===== src/design/tmh_pkg.sv =====
// ----------------------------------------------------------------------------
// tmh_pkg
// Shared types and constants of the temperature monitor: field widths,
// conversion constants, configuration register indexes and the queue item.
// ----------------------------------------------------------------------------
package tmh_pkg;

  // field widths
  localparam int unsigned AdcW    = 16;
  localparam int unsigned TempW   = 12;
  localparam int unsigned CfgIdxW = 2;
  localparam int unsigned CfgW    = 12;

  // converter scaling: temp = TempMin + (count*Gain + RoundAdd) / AdcMax
  localparam logic [11:0] AdcMax   = 12'd4095;
  localparam int unsigned ScaleW   = 23;
  localparam logic [ScaleW-1:0] RoundAdd = 23'd2047;
  localparam logic signed [TempW-1:0] TempMin = -12'sd400;
  localparam logic signed [TempW-1:0] TempMax = 12'sd1250;

  // threshold reset values
  localparam logic signed [CfgW-1:0] ThrHighRst = 12'sd1000;
  localparam logic signed [CfgW-1:0] ThrLowRst  = 12'sd900;

  // configuration register indexes
  typedef enum logic [CfgIdxW-1:0] {
    CfgThrHigh = 2'd0,
    CfgThrLow  = 2'd1
  } tmh_cfg_idx_e;

  // converted sample on its way from front to back
  typedef struct packed {
    logic signed [TempW-1:0] temp;
    logic                    win_full;
  } tmh_item_t;

endpackage


===== src/design/tmh_front.sv =====
// ----------------------------------------------------------------------------
// tmh_front
// Accepts converter counts, converts them to tenths of a degree and tags
// each sample with whether the averaging window is already full.
// ----------------------------------------------------------------------------
module tmh_front #(
  parameter int unsigned WINDOW_LEN = 5
) (
  input  logic                       clk_i,
  input  logic                       rst_ni,
  input  logic                       in_valid_i,
  output logic                       in_ready_o,
  input  logic [tmh_pkg::AdcW-1:0]   adc_count_i,
  input  logic                       full_i,
  output logic                       push_o,
  output tmh_pkg::tmh_item_t         item_o
);
  import tmh_pkg::*;

  localparam int unsigned FillW = $clog2(WINDOW_LEN + 1);

  logic                accept;
  logic [11:0]         cnt_clamp;
  logic [ScaleW-1:0]   cx;
  logic [ScaleW-1:0]   x_d, x_q;
  logic                v1_q;
  logic                tag_q;
  logic [FillW-1:0]    fill_q;
  logic [35:0]         est;
  logic [10:0]         q0;
  logic [ScaleW-1:0]   q0x;
  logic [ScaleW-1:0]   rem;
  logic [10:0]         quo;

  assign accept     = in_valid_i && in_ready_o;
  assign in_ready_o = !v1_q || !full_i;
  assign push_o     = v1_q && !full_i;

  // clamp and scale: count*1650 as shifts, plus rounding term
  assign cnt_clamp = (adc_count_i > AdcW'(AdcMax)) ? AdcMax : adc_count_i[11:0];
  assign cx        = ScaleW'(cnt_clamp);
  assign x_d       = (cx << 10) + (cx << 9) + (cx << 6) + (cx << 5) + (cx << 4)
                   + (cx << 1) + RoundAdd;

  // stage register and fill tracking
  always_ff @(posedge clk_i or negedge rst_ni) begin
    if (!rst_ni) begin
      v1_q   <= 1'b0;
      fill_q <= '0;
    end else begin
      if (accept) begin
        v1_q <= 1'b1;
      end else if (push_o) begin
        v1_q <= 1'b0;
      end
      if (accept && (fill_q != FillW'(WINDOW_LEN))) begin
        fill_q <= fill_q + 1'b1;
      end
    end
  end

  always_ff @(posedge clk_i) begin
    if (accept) begin
      x_q   <= x_d;
      tag_q <= (fill_q == FillW'(WINDOW_LEN));
    end
  end

  // divide by 4095: estimate x*4097/2^24 is exact or one low, one correction
  assign est = {1'b0, x_q, 12'b0} + 36'(x_q);
  assign q0  = est[34:24];
  assign q0x = {q0, 12'b0} - ScaleW'(q0);
  assign rem = x_q - q0x;
  assign quo = q0 + 11'((rem >= ScaleW'(AdcMax)) ? 1 : 0);

  // quotient stays within 0..1650, so the result needs no range clamp
  assign item_o.temp     = signed'({1'b0, quo}) + TempMin;
  assign item_o.win_full = tag_q;

endmodule


===== src/design/tmh_queue.sv =====
// ----------------------------------------------------------------------------
// tmh_queue
// Two-entry queue between front and back so each side stalls on its own.
// ----------------------------------------------------------------------------
module tmh_queue (
  input  logic               clk_i,
  input  logic               rst_ni,
  input  logic               push_i,
  input  tmh_pkg::tmh_item_t item_i,
  output logic               full_o,
  input  logic               pop_i,
  output logic               valid_o,
  output tmh_pkg::tmh_item_t item_o
);
  import tmh_pkg::*;

  localparam int unsigned Depth = 2;
  localparam int unsigned PtrW  = $clog2(Depth);
  localparam int unsigned CntW  = $clog2(Depth + 1);

  tmh_item_t        mem_q [Depth];
  logic [PtrW-1:0]  wr_q, rd_q;
  logic [CntW-1:0]  cnt_q;

  assign full_o  = (cnt_q == CntW'(Depth));
  assign valid_o = (cnt_q != '0);
  assign item_o  = mem_q[rd_q];

  // pointers and fill level
  always_ff @(posedge clk_i or negedge rst_ni) begin
    if (!rst_ni) begin
      wr_q  <= '0;
      rd_q  <= '0;
      cnt_q <= '0;
    end else begin
      if (push_i) begin
        wr_q <= wr_q + 1'b1;
      end
      if (pop_i) begin
        rd_q <= rd_q + 1'b1;
      end
      if (push_i && !pop_i) begin
        cnt_q <= cnt_q + 1'b1;
      end else if (pop_i && !push_i) begin
        cnt_q <= cnt_q - 1'b1;
      end
    end
  end

  // storage
  always_ff @(posedge clk_i) begin
    if (push_i) begin
      mem_q[wr_q] <= item_i;
    end
  end

  a_no_overflow: assert property (@(posedge clk_i) disable iff (!rst_ni)
    !(push_i && full_o && !pop_i))
    else $error("queue written while full");

  a_no_underflow: assert property (@(posedge clk_i) disable iff (!rst_ni)
    pop_i |-> valid_o)
    else $error("queue read while empty");

endmodule


===== src/design/tmh_back.sv =====
// ----------------------------------------------------------------------------
// tmh_back
// Sample ring with running sum, average by reciprocal multiply, hysteresis
// comparator and the result register. Holds the threshold registers.
// ----------------------------------------------------------------------------
module tmh_back #(
  parameter int unsigned WINDOW_LEN = 5
) (
  input  logic                              clk_i,
  input  logic                              rst_ni,
  input  logic                              cfg_we_i,
  input  logic [tmh_pkg::CfgIdxW-1:0]       cfg_idx_i,
  input  logic [tmh_pkg::CfgW-1:0]          cfg_wdata_i,
  input  logic                              q_valid_i,
  input  tmh_pkg::tmh_item_t                q_item_i,
  output logic                              pop_o,
  output logic                              out_valid_o,
  input  logic                              out_ready_i,
  output logic signed [tmh_pkg::TempW-1:0]  temperature_o,
  output logic                              filtered_valid_o,
  output logic signed [tmh_pkg::TempW-1:0]  filtered_temperature_o,
  output logic                              unsafe_o
);
  import tmh_pkg::*;

  localparam int unsigned SlotW = $clog2(WINDOW_LEN);
  localparam int unsigned SumW  = $clog2(WINDOW_LEN * 1250 + 1) + 1;
  localparam int unsigned AbsW  = SumW - 1;
  localparam int unsigned RecK  = AbsW + $clog2(WINDOW_LEN) + 1;
  localparam longint unsigned RecL = (64'd1 << RecK) / WINDOW_LEN + 1;
  localparam logic [RecK:0] RecM = RecL[RecK:0];
  localparam int unsigned ProdW = AbsW + RecK + 1;

  logic signed [CfgW-1:0]  thr_high_q, thr_low_q;
  logic                    advance;
  logic signed [TempW-1:0] ring_q [WINDOW_LEN];
  logic [SlotW-1:0]        slot_q;
  logic signed [SumW-1:0]  sum_q, sum_d, old_ext, new_ext;

  logic                    a_v_q, a_full_q;
  logic signed [TempW-1:0] a_temp_q;
  logic signed [SumW-1:0]  a_sum_q;

  logic                    b_v_q, b_full_q;
  logic signed [TempW-1:0] b_temp_q, b_avg_q, avg_d;
  logic                    neg;
  logic [AbsW-1:0]         mag;
  logic [ProdW-1:0]        prod;
  logic [TempW-1:0]        qmag;

  logic                    unsafe_q, unsafe_d;
  logic                    out_v_q, fv_q;
  logic signed [TempW-1:0] temp_q, favg_q;

  // configuration writes
  always_ff @(posedge clk_i or negedge rst_ni) begin
    if (!rst_ni) begin
      thr_high_q <= ThrHighRst;
      thr_low_q  <= ThrLowRst;
    end else if (cfg_we_i) begin
      case (cfg_idx_i)
        CfgThrHigh: thr_high_q <= cfg_wdata_i;
        CfgThrLow:  thr_low_q  <= cfg_wdata_i;
        default: ;
      endcase
    end
  end

  // whole pipeline moves when the result register is free
  assign advance = !out_v_q || out_ready_i;
  assign pop_o   = advance && q_valid_i;

  // ring update and running sum
  assign old_ext = {{(SumW-TempW){ring_q[slot_q][TempW-1]}}, ring_q[slot_q]};
  assign new_ext = {{(SumW-TempW){q_item_i.temp[TempW-1]}}, q_item_i.temp};
  assign sum_d   = sum_q + new_ext - (q_item_i.win_full ? old_ext : '0);

  always_ff @(posedge clk_i or negedge rst_ni) begin
    if (!rst_ni) begin
      slot_q <= '0;
      sum_q  <= '0;
    end else if (pop_o) begin
      slot_q <= (slot_q == SlotW'(WINDOW_LEN - 1)) ? '0 : slot_q + 1'b1;
      sum_q  <= sum_d;
    end
  end

  always_ff @(posedge clk_i) begin
    if (pop_o) begin
      ring_q[slot_q] <= q_item_i.temp;
    end
  end

  // average: magnitude times reciprocal, truncated toward zero
  assign neg   = a_sum_q[SumW-1];
  assign mag   = neg ? AbsW'(-a_sum_q) : AbsW'(a_sum_q);
  assign prod  = ProdW'(mag) * ProdW'(RecM);
  assign qmag  = prod[RecK +: TempW];
  assign avg_d = neg ? -signed'(qmag) : signed'(qmag);

  // hysteresis on the filtered value
  always_comb begin
    unsafe_d = unsafe_q;
    if (b_full_q) begin
      if (!unsafe_q) begin
        unsafe_d = (b_avg_q >= thr_high_q);
      end else begin
        unsafe_d = !(b_avg_q <= thr_low_q);
      end
    end
  end

  // pipeline valid bits and hysteresis state
  always_ff @(posedge clk_i or negedge rst_ni) begin
    if (!rst_ni) begin
      a_v_q    <= 1'b0;
      b_v_q    <= 1'b0;
      out_v_q  <= 1'b0;
      unsafe_q <= 1'b0;
    end else if (advance) begin
      a_v_q   <= pop_o;
      b_v_q   <= a_v_q;
      out_v_q <= b_v_q;
      if (b_v_q) begin
        unsafe_q <= unsafe_d;
      end
    end
  end

  // pipeline payload
  always_ff @(posedge clk_i) begin
    if (advance) begin
      if (pop_o) begin
        a_temp_q <= q_item_i.temp;
        a_full_q <= q_item_i.win_full;
        a_sum_q  <= sum_d;
      end
      if (a_v_q) begin
        b_temp_q <= a_temp_q;
        b_full_q <= a_full_q;
        b_avg_q  <= avg_d;
      end
      if (b_v_q) begin
        temp_q <= b_temp_q;
        fv_q   <= b_full_q;
        favg_q <= b_full_q ? b_avg_q : '0;
      end
    end
  end

  assign out_valid_o            = out_v_q;
  assign temperature_o          = temp_q;
  assign filtered_valid_o       = fv_q;
  assign filtered_temperature_o = favg_q;
  assign unsafe_o               = unsafe_q;

  a_fill_keeps_flag: assert property (@(posedge clk_i) disable iff (!rst_ni)
    (advance && b_v_q && !b_full_q) |=> $stable(unsafe_q))
    else $error("hysteresis flag moved during window fill");

  a_unfiltered_zero: assert property (@(posedge clk_i) disable iff (!rst_ni)
    (out_v_q && !fv_q) |-> (favg_q == '0))
    else $error("filtered value not zero while window fills");

  a_avg_range: assert property (@(posedge clk_i) disable iff (!rst_ni)
    (out_v_q && fv_q) |-> ((favg_q >= TempMin) && (favg_q <= TempMax)))
    else $error("filtered value out of range");

endmodule


===== src/design/temperature_monitor_with_hysteresis.sv =====
// ----------------------------------------------------------------------------
// temperature_monitor_with_hysteresis
// Converter count to temperature, moving average and hysteresis flag.
//
//   channel  | handshake                  | payload
//   ---------+----------------------------+------------------------------------
//   input    | in_valid_i / in_ready_o    | adc_count_i
//   result   | out_valid_o / out_ready_i  | temperature_o, filtered_valid_o,
//            |                            | filtered_temperature_o, unsafe_o
//   config   | cfg_we_i (no wait)         | cfg_idx_i, cfg_wdata_i
//
// One request per cycle sustained while out_ready_i stays high. From acceptance
// to result a sample passes one scaling stage, the divide-by-4095 step into a
// two-entry queue, then ring update, average multiply and the result register.
// The running-sum update on the ring sets the one-per-cycle figure.
// Reset clears control state and loads threshold defaults; no clearing pass.
// A stalled result register stops the back end; the queue then fills and
// only then is in_ready_o dropped.
// ----------------------------------------------------------------------------
module temperature_monitor_with_hysteresis #(
  parameter int unsigned WINDOW_LEN = 5
) (
  input  logic                              clk_i,
  input  logic                              rst_ni,
  input  logic                              cfg_we_i,
  input  logic [tmh_pkg::CfgIdxW-1:0]       cfg_idx_i,
  input  logic [tmh_pkg::CfgW-1:0]          cfg_wdata_i,
  input  logic                              in_valid_i,
  output logic                              in_ready_o,
  input  logic [tmh_pkg::AdcW-1:0]          adc_count_i,
  output logic                              out_valid_o,
  input  logic                              out_ready_i,
  output logic signed [tmh_pkg::TempW-1:0]  temperature_o,
  output logic                              filtered_valid_o,
  output logic signed [tmh_pkg::TempW-1:0]  filtered_temperature_o,
  output logic                              unsafe_o
);
  import tmh_pkg::*;

  logic      push, full, pop, q_valid;
  tmh_item_t f_item, q_item;

  // conversion front end
  tmh_front #(
    .WINDOW_LEN(WINDOW_LEN)
  ) u_front (
    .clk_i      (clk_i),
    .rst_ni     (rst_ni),
    .in_valid_i (in_valid_i),
    .in_ready_o (in_ready_o),
    .adc_count_i(adc_count_i),
    .full_i     (full),
    .push_o     (push),
    .item_o     (f_item)
  );

  // decoupling queue
  tmh_queue u_queue (
    .clk_i  (clk_i),
    .rst_ni (rst_ni),
    .push_i (push),
    .item_i (f_item),
    .full_o (full),
    .pop_i  (pop),
    .valid_o(q_valid),
    .item_o (q_item)
  );

  // averaging and hysteresis back end
  tmh_back #(
    .WINDOW_LEN(WINDOW_LEN)
  ) u_back (
    .clk_i                 (clk_i),
    .rst_ni                (rst_ni),
    .cfg_we_i              (cfg_we_i),
    .cfg_idx_i             (cfg_idx_i),
    .cfg_wdata_i           (cfg_wdata_i),
    .q_valid_i             (q_valid),
    .q_item_i              (q_item),
    .pop_o                 (pop),
    .out_valid_o           (out_valid_o),
    .out_ready_i           (out_ready_i),
    .temperature_o         (temperature_o),
    .filtered_valid_o      (filtered_valid_o),
    .filtered_temperature_o(filtered_temperature_o),
    .unsafe_o              (unsafe_o)
  );

endmodule

===== config.mk =====
export PLATFORM = sky130hd
export DESIGN_NAME = temperature_monitor_with_hysteresis
export DESIGN_NICKNAME = d
export VERILOG_FILES = /design/src/design/tmh_pkg.sv /design/src/design/tmh_front.sv /design/src/design/tmh_queue.sv /design/src/design/tmh_back.sv /design/src/design/temperature_monitor_with_hysteresis.sv
export SDC_FILE = /design/constraint.sdc
export NUM_CORES = 1
export LEC_CHECK = 0
export BUFFER_PORTS_ARGS = -buffer_cell sky130_fd_sc_hd__buf_2
export CORE_UTILIZATION = 48
export DETAILED_ROUTE_END_ITERATION = 10
export MAX_ROUTING_LAYER = met4
export PLACE_DENSITY = 0.67
export SETUP_SLACK_MARGIN = 0.3
export SYNTH_ARGS = -nofsm -noshare
export SYNTH_HDL_FRONTEND = slang
export SYNTH_SLANG_ARGS = --single-unit

===== constraint.sdc =====
create_clock -name clk_i -period 6.4 [get_ports clk_i]
set_input_delay 0.64 -clock clk_i [delete_from_list [all_inputs] [get_ports clk_i]]
set_output_delay 0.64 -clock clk_i [all_outputs]
set_load 0.02 [all_outputs]

== Word level (Yosys, flattened, before mapping) ==
Memory sizes are Yosys's and may differ from the RTL's.
Index checks and enable logic that the tools add are counted.

* Bits of input ports: 35
* Logic and storage cells: 97
* Memory bits (writable): 86
* Memories kept: 2
* Register bits: 154

* Multiply operators: 1
* Magnitude comparators: 4
* Reductions and logical operators: 24
* Multiplexer cells: 15
* Equal/unequal tests: 5
* Add/sub/neg operators: 21

{| class="wikitable"
|+ Memories
! memory !! depth !! bits a word !! rd ports !! clocked after Yosys merged registers in !! wr ports !! line !! RTL
|-
| u_back.ring_q || 5 || 12 || 1 || 0 || 1 || tmh_back.sv:36 || <nowiki>logic signed [TempW-1:0] ring_q [WINDOW_LEN];</nowiki>
|-
| u_queue.mem_q || 2 || 13 || 1 || 0 || 1 || tmh_queue.sv:21 || <nowiki>tmh_item_t mem_q [Depth];</nowiki>
|}

{| class="wikitable"
|+ Operators by type and width
! operator !! count
|-
| 35-bit by 23-bit adder with 35-bit output || 1
|-
| 13-bit by 15-bit multiplier with 28-bit output, second input constant || 1
|-
| 22-bit by 21-bit adder with 23-bit output || 1
|-
| 23-bit by 11-bit adder with 23-bit output, second input constant || 1
|-
| 23-bit by 13-bit adder with 23-bit output || 1
|-
| 23-bit by 16-bit adder with 23-bit output || 1
|-
| 23-bit by 17-bit adder with 23-bit output || 1
|-
| 23-bit by 18-bit adder with 23-bit output || 1
|-
| 23-bit by 12-bit >= comparator with 1-bit output, second input constant || 1
|-
| 23-bit by 11-bit subtractor with 23-bit output || 1
|-
| 23-bit subtractor || 1
|-
| 16-bit by 12-bit > comparator with 1-bit output, second input constant || 1
|-
| 14-bit adder || 1
|-
| 14-bit two-way mux || 1
|-
| 14-bit subtractor || 1
|-
| 13-bit two-way mux || 1
|-
| 13-bit negation || 1
|-
| 12-bit by 10-bit adder with 12-bit output, second input constant || 1
|-
| 12-bit >= comparator || 1
|-
| 12-bit less-or-equal comparator || 1
|-
| 12-bit two-way mux || 1
|-
| 11-bit negation with 12-bit output || 1
|-
| 11-bit adder || 1
|-
| 11-bit two-way mux || 1
|-
| other kinds (18) || 46
|}

== Depth between registers and ports, before layout ==
Gate-level depths: netlist of run 1.

* Word-level depth: 8
* Mapped depth: 35

== Hierarchy ==
A second synthesis of run 1 with hierarchy kept.

* Cell total of the unflattened synthesis: 1699
* Area total of the unflattened synthesis: 18388.9 um2

{| class="wikitable"
|+ Modules (own cells, without submodules)
! module !! area each (um2) !! times used !! cells each !! sequential area each (um2)
|-
| tmh_back || 11682.5 || 1 || 1026 || 5252.5
|-
| tmh_front || 5579.1 || 1 || 617 || 790.8
|-
| tmh_queue || 1127.3 || 1 || 56 || 880.8
|}

== Least setup slack after synthesis of run 1 ==
Ideal clock, no wire load.

* Kind: reg2reg
* Start: register u_front.x_q[13]
* End: memory u_queue.mem_q[0][11] in the netlist's numbering (data pin)
* Period minus slack after synthesis: 6.657 ns
* Stages on the path, launching flop included: 35
* Buffers on the path: 0
* Path slack: -0.257 ns
* Data arrival time: 6.397 ns
* Path through: edfxtp_1 ha_1 a21o_1 a21oi_1 o21ai_0 a31oi_1 o21ai_1 and3_1 and3_1 ha_1 inv_1 ha_1 inv_1 ha_1 a21o_1 or3_1 o211ai_1 o2111ai_1 a21o_1 a21oi_1 o21ai_0 o21a_1 xor2_1 nand4_1 ha_1 ha_1 and3_1 xnor2_1 ha_1 a21oi_1 a21oi_1 o21ai_0 a211oi_1 or3_1 nand2_1

{| class="wikitable"
|+ RTL lines
! item !! line !! RTL
|-
| from (decl) || tmh_front.sv:25 || <nowiki>logic [ScaleW-1:0] x_d, x_q;</nowiki>
|-
| from (signal assigned) || tmh_front.sv:64 || <nowiki>x_q <= x_d;</nowiki>
|-
| to (decl) || tmh_queue.sv:21 ||
|}

== Final worst setup path of run 1 ==
* Start: register u_back.a_sum_q[0]
* End: register u_back.b_avg_q[11] (data pin)

* Word-level cells in the longest chain between the ends: 4

{| class="wikitable"
|+ RTL lines
! item !! line !! RTL
|-
| from (decl) || tmh_back.sv:42 || <nowiki>logic signed [SumW-1:0] a_sum_q;</nowiki>
|-
| from (signal assigned) || tmh_back.sv:136 || <nowiki>a_sum_q <= sum_d;</nowiki>
|-
| 13-bit negation || tmh_back.sv:96 || <nowiki>assign mag = neg ? AbsW'(-a_sum_q) : AbsW'(a_sum_q);</nowiki>
|-
| 13-bit two-way mux (*) || tmh_back.sv:96 ||
|-
| 13-bit by 15-bit multiplier with 28-bit output (*) || tmh_back.sv:97 || <nowiki>assign prod = ProdW'(mag) * ProdW'(RecM);</nowiki>
|-
| 11-bit negation with 12-bit output (*) || tmh_back.sv:99 || <nowiki>assign avg_d = neg ? -signed'(qmag) : signed'(qmag);</nowiki>
|-
| to (signal assigned) || tmh_back.sv:141 || <nowiki>b_avg_q <= avg_d;</nowiki>
|-
| to (decl) || tmh_back.sv:45 || <nowiki>logic signed [TempW-1:0] b_temp_q, b_avg_q, avg_d;</nowiki>
|}

Every way passes the cells marked *; elsewhere a longest branch is shown, timed or not.
A chain may end at the register's enable or synchronous reset.

==> impl_metrics.yaml, run 1 <==
run_status:
  status: "finished with violations"
  violations: "setup timing"
final_layout:
  antenna_cells: 0
  drive_above_1_share_pct: 21.5
  layout.nets: 2226
  synthToLayoutAreaGrowth_pct: 19.0
sta:
  setup_viol: 7
  rsz0062_at_grt: "yes"
  fin_crit_sh_pct: 103
  layout_setup_ws_ps: -165
  clock.fmax_mhz: 152
  relSlewSlack_pct: 18.9
  finalSetupTns_ps: -549
  slew_violations: 0
  hold_viol_final: 0
  period_needed_ps: 6560
  clock_skew_ps: 24.1
  worstMarginPinSlew_ps: 1220
job:
  cap_violations: 0
setup_path:
  rr_worst_depth: 27
  start_kind: "flip-flop"
  critPathMaxFanout: 6
  r2r-start: "u_back.a_sum_q[0]$_DFFE_PP_"
  crit_path_end_kind: "flip-flop"
  arrival_ps: 6840
  cp_common_cell: "fa_1"
  crit_type: "reg -> reg"
  worst_r2r_endpoint: "u_back.b_avg_q[11]$_SDFFCE_PN0P_"
  crit_required_ps: 6670
  cpPeakStageDelay_ps: 550
  reg2reg_slack_ps: -160
  critPathSlowestCell: "fa_1"
clock_network:
  cts_buffer_depth: 3
  clk_latency_ps: 540
  cts_root_buffer: "clkbuf_16"
  htree_levels: 1
  clkTransAtPathRegs_ps: 60
  cts_tree: "yes"
  holdBufCountCts: 0
  clock-sinks: 239
  cts_inserted_buffers: 26
synthesis:
  synth_top_family_by_area: "adder cells"
  synth_area_leaders: "edfxtp_1, ha_1, fa_1"
  synthFlopType: "edfxtp_1"
  yosys.area_share.simple_pct: 9.78
  syn_inst: 1654
  synthXorXnorAreaFrac_pct: 4.86
  yosysTopAreaCellShare_pct: 31.0
  synth_fp_nets: 2037
  synthDistinctLibCells: 76
  synth_commonest_cells: "inv_1, ha_1, edfxtp_1, fa_1, nor2_1"
  yosysSeqAreaShare_pct: 38.4
  synth_enable_flop_cells: 186
  yosys.area.top_type: "edfxtp_1"
  synth.avg_cell_area_um2: 10.9
  yosys_warnings: 0
  synth_mux_area_share_pct: 2.61
  synth-compound-area-share_pct: 9.46
  synth-adder-area-share_pct: 28.3
  synth_area_um2: 18000
  synth-seq-cells: 239
  async_reset_ff_share_pct: 22.2
  yosysMostFrequentCell: "inv_1"
global_routing:
  antenna_found_initial: 0
  grt_usage_pct: 19.6
  grt-ovfl-total: 0
  grt_max_degree: 58
  grt_pass1_vias: 12500
  grt_pass1_wl_um: 59400
drt:
  vias: 12200
  drc: 0
  wl_per_cell_um: 15.6
  detail-route-antenna-nets: 0
  dr.pass1.iters: 5
  drt_iter0_drc: 478
  viasPerCell: 5.22
  routed_wl_um: 36400
min_path:
  hold_class: "in -> async"
placed_design:
  port_buffers: 62
  gp_congestion: 0.880
  dp_hpwl_um: 28500
floorplan:
  num_rows: 70
  die_area_um2: 38300
  die_y_um: 196
  ios: 63
  die_x_um: 196
  core-area_um2: 36800
  start_util_pct: 49.0
-- cell usage in the layout, fill, tap and decap left out, types with 12 or more instances in the layout --
cell / synthesis / layout
buf_4: 0 / 125
nand2_1: 80 / 78
a21oi_1: 58 / 47
o21ai_1: 5 / 14
buf_2: 0 / 62
fa_1: 99 / 94
nand3_1: 24 / 21
dfrtp_1: 43 / 43
xnor2_1: 76 / 63
nand2b_1: 30 / 30
o21ai_0: 71 / 57
nor2_1: 92 / 89
ha_4: 0 / 12
and2_1: 26 / 23
a31oi_1: 14 / 14
edfxtp_1: 186 / 186
o21a_1: 13 / 12
nor2b_1: 17 / 14
clkbuf_16: 0 / 27
inv_1: 284 / 271
inv_2: 0 / 13
mux2i_1: 29 / 28
mux2_2: 16 / 16
nor3_1: 24 / 21
a21o_1: 15 / 15
xor2_1: 24 / 22
ha_1: 249 / 230
-- metrics by stage --
step	setup WS [ps]	std cells	instance area [µm²]	util, %	hold slack, ps
floorplan	13.2	1654	18200	-	344
detailed placement	-312	2257	19800	53.8	405
global placement	-111	2257	19800	53.8	402
finish	-165	2331	21400	58.3	266
global route	-501	2331	21400	58.3	293
CTS	-148	2314	21100	57.2	272
-- registers in the layout (all words and copies together), names as in the netlist, 2 cells and up --
signal	flops
u_back.a_temp_q	12
u_back.sum_q	14
u_front.fill_q	3
u_back.thr_high_q	12
u_queue.mem_q	26
u_back.b_avg_q	12
u_back.slot_q	3
u_queue.cnt_q	2
u_back.temperature_o	12
u_front.x_q	22
u_back.filtered_temperature_o	12
u_back.b_temp_q	12
u_back.a_sum_q	14
u_back.ring_q	60
u_back.thr_low_q	12
-- per-layer routing --
layer  vias up  share of wire (%)  global-route usage (%)
met2       171                 51                    35.2
met1      5884                 44                    23.7
met4         0                2.3                    4.95
met3        60                2.6                    1.89
met5         -                  0                       -
li1       6051                  -                       -
-- kinds of logic (layout without fill, tap and decap cells) --
kind of cell | count (synthesis) | after routing
AND/OR/NAND/NOR | 353 | 353
adder cells (fa/ha/maj) | 348 | 348
buffers and inverters | 315 | 524
AO/OA/AOI/OAI | 254 | 254
flip-flops | 239 | 239
XOR/XNOR | 100 | 100
multiplexers | 45 | 45
-- final cells by class --
cell class / count / area [µm²]
clock buffer: 36 / 739
sequential: 239 / 6920
clock inverter: 12 / 159
fill: 2984 / 15400
multi-input combinational: 1100 / 10600
tap: 468 / 586
inverter: 284 / 1070
timing repair buffer: 192 / 1310
-- timing repair --
action	in CTS	in global routing
pin swaps	37	42
buffers inserted	9	17
setup endpoints to repair	23	25
gates resized for setup	60	55
-- critical path, delay by kind of cell (launching register included) --
family,cells,cell delay [ps]
adders and majority gates,7,2820
DFF,1,420
buffers and inverters,4,300
AOI/OAI and AO/OA,8,1650
and+or+nand+nor,6,820
xor gates and xnor gates,2,280
-- how the worst max path moves through the flow --
stage          slack, ps                                to                        start  cells after the start
2_1_floorplan         10       u_back.b_avg_q[8]$_DFFE_PP_  u_back.a_sum_q[0]$_DFFE_PP_                     28
6_report            -160  u_back.b_avg_q[11]$_SDFFCE_PN0P_  u_back.a_sum_q[0]$_DFFE_PP_                     27
4_1_cts             -150       u_back.b_avg_q[9]$_DFFE_PP_  u_back.a_sum_q[0]$_DFFE_PP_                     27
5_1_grt             -500  u_back.b_avg_q[11]$_SDFFCE_PN0P_  u_back.a_sum_q[0]$_DFFE_PP_                     27
3_5_place_dp        -310       u_back.b_avg_q[8]$_DFFE_PP_  u_back.a_sum_q[0]$_DFFE_PP_                     28
3_3_place_gp        -110       u_back.b_avg_q[8]$_DFFE_PP_  u_back.a_sum_q[0]$_DFFE_PP_                     28
Power of run 1 is not shown: default switching activity piles up to over one toggle a cycle in this logic, so the estimate is an artifact.
==> inputs of run 2 (changes only) <==
CTS_CLUSTER_DIAMETER = 150   (was default)
SETUP_SLACK_MARGIN = 0.4   (was 0.3)
==> run 2 against run 1 <==
  * The flow still finishes with violations (setup timing)
  * Via count rose by 1.2%
  * Design area up 0.52%
  * Final cell count grew 0.39%
  * Clock skew grew 2.6 ps
  * Flip-flop and latch count is the same
  * First-iteration DRC count is 25% higher
  * Sequential share of layout area decreased by 0.17 points
  * Count of clock-buffer cells in the layout shrank 6
  * Global-route usage is 0.13 points higher
  * Utilization up 0.30 points
  * Non-clock buffer count grew 8
==> impl_metrics.yaml, run 2 (synthesized netlist as in run 1, its figures left out) <==
clock_network:
  holdBufCountCts: 0
  cts_inserted_buffers: 27
  htree_levels: 1
  clk_latency_ps: 550
  cts_buffer_depth: 3
  clkTransAtPathRegs_ps: 60
  clock-sinks: 239
  cts_tree: "yes"
  cts_root_buffer: "clkbuf_16"
sta:
  hold_viol_final: 0
  relSlewSlack_pct: 22.4
  fin_hold_ws_ps: 250
  worstMarginPinSlew_ps: 1160
  rsz0062_at_grt: "yes"
  period_needed_ps: 6620
  clock_skew_ps: 26.7
  layout_setup_ws_ps: -222
  finalSetupTns_ps: -880
  fin_crit_sh_pct: 103
  slew_violations: 0
  clock.fmax_mhz: 151
  setup_viol: 11
floorplan:
  num_rows: 70
  die_x_um: 196
  die_y_um: 196
  start_util_pct: 49.0
  die_area_um2: 38300
  ios: 63
  core-area_um2: 36800
setup_path:
  critPathMaxFanout: 3
  crit_path_end_kind: "flip-flop"
  rr_worst_depth: 29
  critPathSlowestCell: "fa_1"
  start_kind: "flip-flop"
  cpPeakStageDelay_ps: 560
  crit_required_ps: 6680
  crit_end: "u_back.b_avg_q[8]$_DFFE_PP_"
  critPathLaunch: "u_back.a_sum_q[1]$_DFFE_PP_"
  crit_type: "reg -> reg"
  arrival_ps: 6910
  reg2reg_slack_ps: -220
  r2r-start: "u_back.a_sum_q[1]$_DFFE_PP_"
  cp_common_cell: "inv_2"
  worst_r2r_endpoint: "u_back.b_avg_q[8]$_DFFE_PP_"
min_path:
  hold_class: "in -> async"
global_routing:
  grt-ovfl-total: 0
  grt_pass1_vias: 12600
  grt_pass1_wl_um: 60200
  grt_usage_pct: 19.8
  grt_max_degree: 58
  antenna_found_initial: 0
drt:
  viasPerCell: 5.26
  routed_wl_um: 36800
  drt_iter0_drc: 596
  vias: 12300
  detail-route-antenna-nets: 0
  wl_per_cell_um: 15.7
  drc: 0
  dr.pass1.iters: 6
final_layout:
  final_cell_mix: "inv_1, ha_1, edfxtp_1"
  final_common_cell: "inv_1"
  final_area_um2: 21500
  drive_above_1_share_pct: 22.2
  antenna_cells: 0
  layout.nets: 2235
  largest-register: "u_back.ring_q"
  synthToLayoutAreaGrowth_pct: 19.6
  largest_register_ffs: 60
  reg.largest.list: "u_back.ring_q: 60 flops, u_queue.mem_q: 26 flops, u_front.x_q: 22 flops"
placed_design:
  place_ws_ps: -343
  dp_hpwl_um: 28600
  port_buffers: 62
  placed_cell_area_um2: 19900
  gp_congestion: 0.903
job:
  cap_violations: 0
run_status:
  status: "finished with violations"
  violations: "setup timing"
-- run 2: cell types whose count changed in the layout (fill, tap and decap cells not counted), sizes merged --
cell,change
inv,+2
clkinv,+6
buf,+8
clkbuf,-6
bufinv,-1
-- run 2: worst min-delay path by stage --
stage / startpoint / endpoint / slack [ps] / cells past startpoint
after global routing: in_valid_i / u_front.v1_q$_DFFE_PN0P_ / 280 / 2
after CTS: in_valid_i / u_front.v1_q$_DFFE_PN0P_ / 270 / 2
final: rst_ni / u_back.unsafe_o$_DFFE_PN0P_ / 250 / 2
after global placement: u_back.a_full_q$_DFFE_PP_ / u_back.b_full_q$_DFFE_PP_ / 400 / 0
after detailed placement: u_back.b_temp_q[3]$_DFFE_PP_ / u_back.temperature_o[3]$_DFFE_PP_ / 400 / 0
after floorplan: rst_ni / u_back.a_v_q$_DFFE_PN0N_ / 340 / 0
-- run 2: metal layers --
layer / global-route usage [%] / vias to the layer above / part of all wire, %
li1: - / 6075 / -
met1: 24.4 / 5960 / 44
met2: 34.7 / 204 / 51
met3: 2.01 / 68 / 2.8
met4: 5.18 / 0 / 2.3
met5: - / - / 0
-- run 2: final cells by class --
cell class                      instances  area [µm²]
Clock buffer                           30         687
Clock inverter                         19         185
Fill cell                            3012       15200
Inverter                              284        1070
Multi-Input combinational cell       1100       10700
Sequential cell                       239        6920
Tap cell                              468         586
Timing Repair Buffer                  200        1380
-- run 2: critical path: cells and delay by family (launching register included) --
kind / cells / cell delay [ps]
adders and majority gates: 8 / 3140
AOI/OAI and AO/OA: 7 / 1230
and+or+nand+nor: 6 / 860
DFF: 1 / 420
xor gates and xnor gates: 3 / 360
buffers and inverters: 5 / 340
-- run 2: what timing repair did --
| item | CTS | global route |
|---|---|---|
| endpoints found under the setup margin | 23 | 25 |
| pin swaps | 37 | 40 |
| setup buffers | 10 | 20 |
| resized for setup | 38 | 84 |
-- run 2: per-stage QoR --
stage / cells / utilization [%]
finish: 2340 / 58.6
global route: 2340 / 58.6
floorplan: 1654 / -
global placement: 2261 / 54.0
CTS: 2320 / 57.1
detailed placement: 2261 / 54.0
Power of run 2 is left out for the same reason.
==> inputs of run 3 (changes only) <==
CTS_BUF_LIST = sky130_fd_sc_hd__clkbuf_4 sky130_fd_sc_hd__clkbuf_8   (was default)
==> run 3 against run 2 <==
  * The flow still finishes with violations (setup timing)
  * Non-clock buffer count shrank 4
  * Critical path type unchanged
  * Largest cell class unchanged
  * Critical path depth down 1
  * Fmax rose by 0.89%
  * Via count barely moved
  * Register-to-register slack improved by 60 ps
==> impl_metrics.yaml, run 3 (synthesized netlist as in run 1, its figures left out) <==
final_layout:
  fin_cells: 2362
  final_area_um2: 21700
  reg.largest.list: "u_back.ring_q: 60 flops, u_queue.mem_q: 26 flops, u_front.x_q: 22 flops"
  final_common_cell: "inv_1"
  nFillCells: 3032
  drive_above_1_share_pct: 22.9
  synthToLayoutAreaGrowth_pct: 20.2
  largest_register_ffs: 60
  antenna_cells: 0
  final_cell_mix: "inv_1, ha_1, edfxtp_1"
  layout.nets: 2245
  largest-register: "u_back.ring_q"
floorplan:
  core-area_um2: 36800
  die_y_um: 196
  start_util_pct: 49.0
  die_x_um: 196
  ios: 63
  num_rows: 70
  die_area_um2: 38300
placed_design:
  port_buffers: 62
  gp_congestion: 0.903
  placed_cell_area_um2: 19900
  place_ws_ps: -343
  dpl.cell_count: 2261
  dp_hpwl_um: 28600
drt:
  dr.pass1.iters: 6
  routed_wl_um: 37100
  drc: 0
  vias: 12300
  drt_iter0_drc: 565
  wl_per_cell_um: 15.7
  viasPerCell: 5.21
  detail-route-antenna-nets: 0
global_routing:
  grt_usage_pct: 20.2
  grt_pass1_wl_um: 60900
  grt-ovfl-total: 0
  grt_pass1_vias: 12700
  antenna_found_initial: 0
  grt_max_degree: 58
setup_path:
  crit_path_end_kind: "flip-flop"
  worst_r2r_endpoint: "u_back.b_avg_q[10]$_DFFE_PP_"
  rr_worst_depth: 28
  cp_common_cell: "fa_1"
  r2r-start: "u_back.a_sum_q[1]$_DFFE_PP_"
  crit_required_ps: 6710
  cpPeakStageDelay_ps: 570
  critPathMaxFanout: 5
  crit_type: "reg -> reg"
  critPathSlowestCell: "fa_1"
  reg2reg_slack_ps: -160
  start_kind: "flip-flop"
  arrival_ps: 6870
sta:
  worstMarginPinSlew_ps: 1180
  clock_skew_ps: 17.3
  relSlewSlack_pct: 21.2
  rsz0062_at_grt: "yes"
  fin_hold_ws_ps: 220
  setup_viol: 10
  clock.fmax_mhz: 152
  period_needed_ps: 6560
  slew_violations: 0
  fin_crit_sh_pct: 103
  layout_setup_ws_ps: -164
  hold_viol_final: 0
clock_network:
  cts_inserted_buffers: 41
  clk_latency_ps: 570
  holdBufCountCts: 0
  clkTransAtPathRegs_ps: 60
  htree_levels: 2
  clock-sinks: 239
  cts_root_buffer: "clkbuf_8"
  cts_tree: "yes"
  cts_buffer_depth: 3
min_path:
  hold_class: "in -> async"
run_status:
  status: "finished with violations"
  violations: "setup timing"
job:
  cap_violations: 0
## run 3: cell types whose count changed in the layout (fill, tap and decap cells not counted), sizes merged
cell / change
clkinv: +1
clkinvlp: -1
inv: -1
clkbuf: +23
bufinv: +4
buf: -4
## run 3: timing repair
item,CTS,global route
pin swaps,47,38
buffers inserted,11,15
gates resized for setup,54,74
setup endpoints to repair,23,25
## run 3: layout make-up
type	count	area (µm²)	area share [%]
clock inverters	22	272	1.25
clock buffers	53	673	3.11
flip-flops and latches	239	6920	32.0
inverters	284	1070	4.94
multi-input cells	1100	10800	49.8
repair buffers	196	1350	6.25
well taps	468	586	2.70
## run 3: critical path, delay by kind of cell, from the launching register on
kind	cells	cell delay [ps]
adders and majority gates	7	2710
AOI/OAI and AO/OA	7	1600
buffers and inverters	6	610
and+or+nand+nor	5	600
DFF	1	440
xor gates and xnor gates	3	340
## run 3: worst max path at each step
stage | startpoint | to | slack, ps | cells past startpoint
3_3_place_gp | u_back.a_sum_q[0]$_DFFE_PP_ | u_back.b_avg_q[8]$_DFFE_PP_ | -90 | 28
5_1_grt | u_back.a_sum_q[1]$_DFFE_PP_ | u_back.b_avg_q[8]$_DFFE_PP_ | -440 | 29
3_5_place_dp | u_back.a_sum_q[0]$_DFFE_PP_ | u_back.b_avg_q[8]$_DFFE_PP_ | -340 | 28
4_1_cts | u_back.a_sum_q[0]$_DFFE_PP_ | u_back.b_avg_q[11]$_SDFFCE_PN0P_ | -120 | 27
2_1_floorplan | u_back.a_sum_q[0]$_DFFE_PP_ | u_back.b_avg_q[8]$_DFFE_PP_ | 10 | 28
6_report | u_back.a_sum_q[1]$_DFFE_PP_ | u_back.b_avg_q[10]$_DFFE_PP_ | -160 | 28
## run 3: stage by stage
stage	utilization (%)	setup TNS, ps
after CTS	57.6	-401
after floorplan	-	0
final	58.9	-962
after detailed placement	54.0	-2030
after global placement	54.0	-246
after global routing	58.9	-5330
## run 3: layer usage
| metal | up-vias | part of all wire [%] | global-route usage, % |
|---|---|---|---|
| met2 | 208 | 50 | 34.6 |
| met4 | 0 | 2.6 | 6.92 |
| li1 | 6107 | - | - |
| met1 | 5915 | 44 | 24.9 |
| met5 | - | 0 | - |
| met3 | 87 | 2.7 | 2.44 |
Power of run 3 is left out for the same reason.
